File: config.mk
export PLATFORM = sky130hd
export DESIGN_NAME = idw_ctrl
export DESIGN_NICKNAME = d
export VERILOG_FILES = /design/src/idw_pkg.sv /design/src/idw_ctrl.sv
export SDC_FILE = /design/constraint.sdc
export NUM_CORES = 1
export LEC_CHECK = 0
export ABC_CLOCK_PERIOD_IN_PS = 5100
export BUFFER_PORTS_ARGS = -buffer_cell sky130_fd_sc_hd__buf_4
export CORE_AREA = 2 2 39 41
export DETAILED_ROUTE_END_ITERATION = 10
export DIE_AREA = 0 0 41 43
export PLACE_DENSITY = 0.7
export SKIP_CTS_REPAIR_TIMING = 1
export SLEW_MARGIN = 15
export SYNTH_ARGS = -nofsm -noshare
export SYNTH_HDL_FRONTEND = slang
export SYNTH_SLANG_ARGS = --single-unit
File: constraint.sdc
create_clock -name clk_i -period 5.1 [get_ports clk_i]
set_clock_uncertainty 0.15 [all_clocks]
set_input_delay 0.255 -clock clk_i [delete_from_list [all_inputs] [get_ports clk_i]]
set_output_delay 0.255 -clock clk_i [all_outputs]
set_load 0.005 [all_outputs]
File: src/idw_pkg.sv
// Package for the four-nearest IDW table interpolator.
// Shared types and constants; no dependencies.
package idw_pkg;
  localparam int unsigned CoordW  = 24;
  localparam int unsigned SqW     = 50;
  localparam int unsigned DistW   = 25;
  localparam int unsigned WeightW = 37;
  localparam int unsigned NumW    = 63;
  localparam int unsigned MaxPick = 4;

  typedef enum logic {
    CMD_WRITE = 1'b0,
    CMD_QUERY = 1'b1
  } cmd_e;

  // controller -> datapath
  typedef struct packed {
    logic start_query;
    logic bounds_step;
    logic dist_step;
    logic final_step;
    logic sqrt_start;
    logic div_start;
    logic wdiv_start;
    logic accum_step;
  } idw_cmd_t;

  // datapath -> controller
  typedef struct packed {
    logic scan_done;
    logic exact;
    logic sqrt_done;
    logic div_done;
    logic last_pick;
  } idw_stat_t;
endpackage

File: src/idw_ctrl.sv
// Controller: sequences a query through scans, roots, weights and mean division.
// Depends on idw_pkg.
module idw_ctrl
  import idw_pkg::*;
(
  input  logic      clk_i,
  input  logic      rst_ni,
  input  logic      in_valid_i,
  input  logic      in_query_i,
  output logic      in_ready_o,
  output logic      wr_o,
  output idw_cmd_t  cmd_o,
  input  idw_stat_t stat_i,
  output logic      out_load_o,
  output logic      out_exact_o,
  input  logic      out_free_i
);
  typedef enum logic [3:0] {
    S_IDLE, S_BOUNDS, S_GAP, S_DIST, S_CHECK, S_SQRT, S_WDIV, S_ACC, S_MDIV, S_EMIT
  } state_e;
  state_e state_q;
  logic   ex_q, cnt_q;

  assign in_ready_o = (state_q == S_IDLE);
  assign wr_o = in_valid_i && in_ready_o && !in_query_i;

  always_comb begin
    cmd_o = '0;
    cmd_o.start_query = in_valid_i && in_ready_o && in_query_i;
    cmd_o.bounds_step = (state_q == S_BOUNDS);
    cmd_o.dist_step   = (state_q == S_DIST);
    cmd_o.final_step  = (state_q == S_GAP) || (state_q == S_CHECK);
    cmd_o.sqrt_start  = (state_q == S_SQRT) && !cnt_q;
    cmd_o.wdiv_start  = (state_q == S_SQRT) && stat_i.sqrt_done;
    cmd_o.accum_step  = (state_q == S_WDIV) && stat_i.div_done;
    cmd_o.div_start   = (state_q == S_ACC);
  end

  assign out_load_o  = (state_q == S_EMIT) && out_free_i;
  assign out_exact_o = ex_q;

  always_ff @(posedge clk_i or negedge rst_ni) begin
    if (!rst_ni) begin
      state_q <= S_IDLE;
      ex_q <= 1'b0;
      cnt_q <= 1'b0;
    end else begin
      case (state_q)
        S_IDLE:   if (cmd_o.start_query) state_q <= S_BOUNDS;
        S_BOUNDS: if (stat_i.scan_done) state_q <= S_GAP;
        S_GAP:    state_q <= S_DIST;
        S_DIST:   if (stat_i.scan_done) state_q <= S_CHECK;
        S_CHECK: begin
          cnt_q <= 1'b0;
          if (stat_i.exact) begin
            ex_q <= 1'b1;
            state_q <= S_EMIT;
          end else begin
            ex_q <= 1'b0;
            state_q <= S_SQRT;
          end
        end
        S_SQRT: begin
          cnt_q <= 1'b1;
          if (stat_i.sqrt_done) state_q <= S_WDIV;
        end
        S_WDIV: if (stat_i.div_done) begin
          cnt_q <= 1'b0;
          state_q <= stat_i.last_pick ? S_ACC : S_SQRT;
        end
        S_ACC:  state_q <= S_MDIV;
        S_MDIV: if (stat_i.div_done) state_q <= S_EMIT;
        S_EMIT: if (out_free_i) state_q <= S_IDLE;
        default: state_q <= S_IDLE;
      endcase
    end
  end

  assert property (@(posedge clk_i) disable iff (!rst_ni) cmd_o.start_query |=> !in_ready_o)
    else $error("ready while query starts");
  assert property (@(posedge clk_i) disable iff (!rst_ni) out_load_o |-> !in_ready_o)
    else $error("load while idle");
  assert property (@(posedge clk_i) disable iff (!rst_ni)
    $onehot0({cmd_o.sqrt_start, cmd_o.wdiv_start, cmd_o.div_start}))
    else $error("units started together");
endmodule

==> impl_metrics.json <==
{
  "internal-power_mw": 0.243,
  "timing.final.hold_violations": 0,
  "final_layout_size_suffix_gt1_share_pct": 40.0,
  "synthToLayoutAreaGrowth_pct": 32.2,
  "placementRows": 14,
  "detailedRoute.firstIterationViolations": 6,
  "path_class": "flip-flop to output port",
  "placed_cell_area_um2": 697,
  "final_min_period_over_clock_period_pct": 39.6,
  "synth_xor_xnor_area_share_pct": 1.59,
  "share_of_synthesized_cell_area_in_full_adder_half_adder_and_majority_cells_pct": 0,
  "cp-end-kind": "output port",
  "clk-insertion-delay-late_ns": 0.24,
  "outcome": "finished clean",
  "power.density_cell_area_nw_per_um2": 577,
  "netlist_top_cells_area": "sky130_fd_sc_hd__dfrtp_1 (27%), sky130_fd_sc_hd__mux2_4 (8.2%), sky130_fd_sc_hd__nand2b_1 (5.7%)",
  "max_slew.worst_pin.slew_ns": 0.529,
  "worst-endpoint-arrival_ns": 1.62,
  "synth_compound_gate_area_share_pct": 11.1,
  "synth.cell_area_um2": 552,
  "postRouteAntennaNets": 0,
  "core_region_area_um2": 1380,
  "wire_per_inst_um": 12.6,
  "yosysWarningCount": 0,
  "cts_tree": "yes",
  "netSwitchingFraction_pct": 42.3,
  "netlist.area_leader.share_pct": 27.2,
  "max_clock_freq_ghz": 0.495,
  "combinationalPowerShare_pct": 58.2,
  "holdCritPathClass": "input port to flip-flop",
  "type_of_element_launching_the_critical_path": "flip-flop",
  "final-setup-viol-count": 0,
  "p_seq_share_pct": 31.5,
  "switchingPower_mw": 0.178,
  "synth-seq-area-share_pct": 27.2,
  "slew_violations": 0,
  "power_frac_clock_pct": 10.3,
  "cts_sinks": 6,
  "ctsLongestPathBuffers": 2,
  "finalInstanceArea_um2": 729,
  "cap_violations": 0,
  "routed_via_density": 5.17,
  "nets": 97,
  "synth_top_cell_by_area": "sky130_fd_sc_hd__dfrtp_1",
  "ff_latch_count_synth": 6,
  "timing.max_slew.rel_slack_pct": 64.7,
  "yosysUniqueCellTypes": 29,
  "floorplan.io_pins": 22,
  "synth_simple_gate_area_share_pct": 44.0,
  "avgSynthCellArea_um2": 8.49,
  "leakage_power_total_nw": 0.347,
  "grt_max_degree": 18,
  "first_global_vias": 486,
  "grt_first_pass_wirelength_um": 2130,
  "worst_vdd_ir_uv": 246,
  "remaining_drc_errors": 0,
  "timing.final.crit_period_ns": 2.02,
  "rd_place_congestion": 0.787,
  "synth.mux.area_fraction_pct": 10.2,
  "fin_hold_ws_ns": 0.136,
  "die-area_um2": 1760,
  "antenna-diode-count": 0,
  "drt_pass1_iterations": 2,
  "synth_fp_nets": 75,
  "number_of_h_tree_branching_levels": 1,
  "fp.dieW_um": 41,
  "synth_top_family_by_area": "simple AND/OR/NAND/NOR gates",
  "required_ns": 4.70,
  "setup_repair_after_global_routing_missed_its_margin": "false",
  "setup_total_negative_slack_ns": 0,
  "clkTransAtPathRegs_ns": 0.05,
  "global_route.overflow_total": 0,
  "routed_wirelength_um": 1270,
  "dieHeight_um": 43,
  "gr-usage-all-layers_pct": 17.4,
  "antenna_found_initial": 0,
  "start_util_pct": 39.9,
  "total_vias_in_the_final_route": 522,
  "port_buffers": 21,
  "hpwlAfterDp_um": 943,
  "netlist_instances": 65,
  "worstPathMaxFanout": 17,
  "tritoncts.num_buffers": 3,
  "nFillCells": 133,
  "clk_root_buffer_cell": "sky130_fd_sc_hd__clkbuf_4"
}
-- layer usage --
metal	GRT usage, %	share of wire, %
met1	24.9	48
met2	25.3	51
met3	1.57	1.5
met4	8.00	0
met5	0	0
-- state kept, by name, summed over array words and instances (netlist names) --
signal	cells
state_q	4
cnt_q	1
out_exact_o	1
-- metrics by stage --
stage	utilization, %	instances	setup slack (ns)	total power [mW]
floorplan	-	65	3.39	0.311
global placement	50.4	97	3.16	0.375
detailed placement	50.4	97	3.13	0.377
CTS	52.0	100	3.07	0.423
global route	52.7	101	2.93	0.456
finish	52.7	101	3.08	0.421
-- synth_stat cells, drive strengths merged --
cell and number:
a21oi 5, and2b 1, and3 4, and3b 1, buf 4, clkbuf 1, dfrtp 6, mux2 4
nand2 5, nand2b 5, nand3b 1, nand4 1, nor2 7, nor2b 3, nor3 6, nor3b 2
nor4 1, o21a 1, o21ai 2, o22ai 1, o311ai 1, or2 1, or3 1, xnor2 1
-- power groups by stage --
stage	registers (mW)	clock network [mW]	logic (mW)
2_1_floorplan	0.0874	0	0.224
3_3_place_gp	0.131	0	0.243
3_5_place_dp	0.132	0	0.246
4_1_cts	0.131	0.0451	0.247
5_1_grt	0.139	0.0459	0.271
6_report	0.132	0.0433	0.245
-- cell type report --
class / count / area, µm² / share of cell area [%]
well taps: 16 / 20.0 / 2.74
flip-flops and latches: 6 / 150 / 20.6
clock buffers: 3 / 22.5 / 3.09
repair buffers: 22 / 168 / 23.0
multi-input cells: 54 / 369 / 50.6
-- worst paths after layout --
check / from / end / slack (ns) / cells past startpoint
worst max-delay path: state_q[1] / wr_o / 3.08 / 4
worst min-delay path: stat_i[3] / out_exact_o / 0.14 / 2
worst max register to register: state_q[2] / state_q[2] / 3.11 / 4
worst min register to register: out_exact_o / out_exact_o / 0.37 / 1
max in group asynchronous: rst_ni / out_exact_o / 4.48 / 2
min in group asynchronous: rst_ni / state_q[2] / 0.21 / 2
-- cells in the final DEF, fill, tap and decap left out, types with 2 or more instances in the layout --
cell,instances
sky130_fd_sc_hd__a21oi_1,5
sky130_fd_sc_hd__and3_1,4
sky130_fd_sc_hd__buf_4,21
sky130_fd_sc_hd__clkbuf_4,3
sky130_fd_sc_hd__dfrtp_1,6
sky130_fd_sc_hd__mux2_4,3
sky130_fd_sc_hd__nand2_1,4
sky130_fd_sc_hd__nand2b_1,5
sky130_fd_sc_hd__nor2_1,7
sky130_fd_sc_hd__nor2b_1,3
sky130_fd_sc_hd__nor3_1,6
sky130_fd_sc_hd__nor3b_1,2
-- kinds of logic after synthesis --
logic type	count (synthesis)
buf+inv	5
flops	6
compound gates	10
simple gates	39
mux	4
xor+xnor	1
-- critical path, stage by stage, from the launching register on --
cell and delay [ns]:
sky130_fd_sc_hd__dfrtp_1 0.57, sky130_fd_sc_hd__nor4_2 0.49, sky130_fd_sc_hd__nand2_1 0.10, sky130_fd_sc_hd__nor2_1 0.10, sky130_fd_sc_hd__buf_4 0.11
Note: power is estimated with default switching activity, not from simulation.
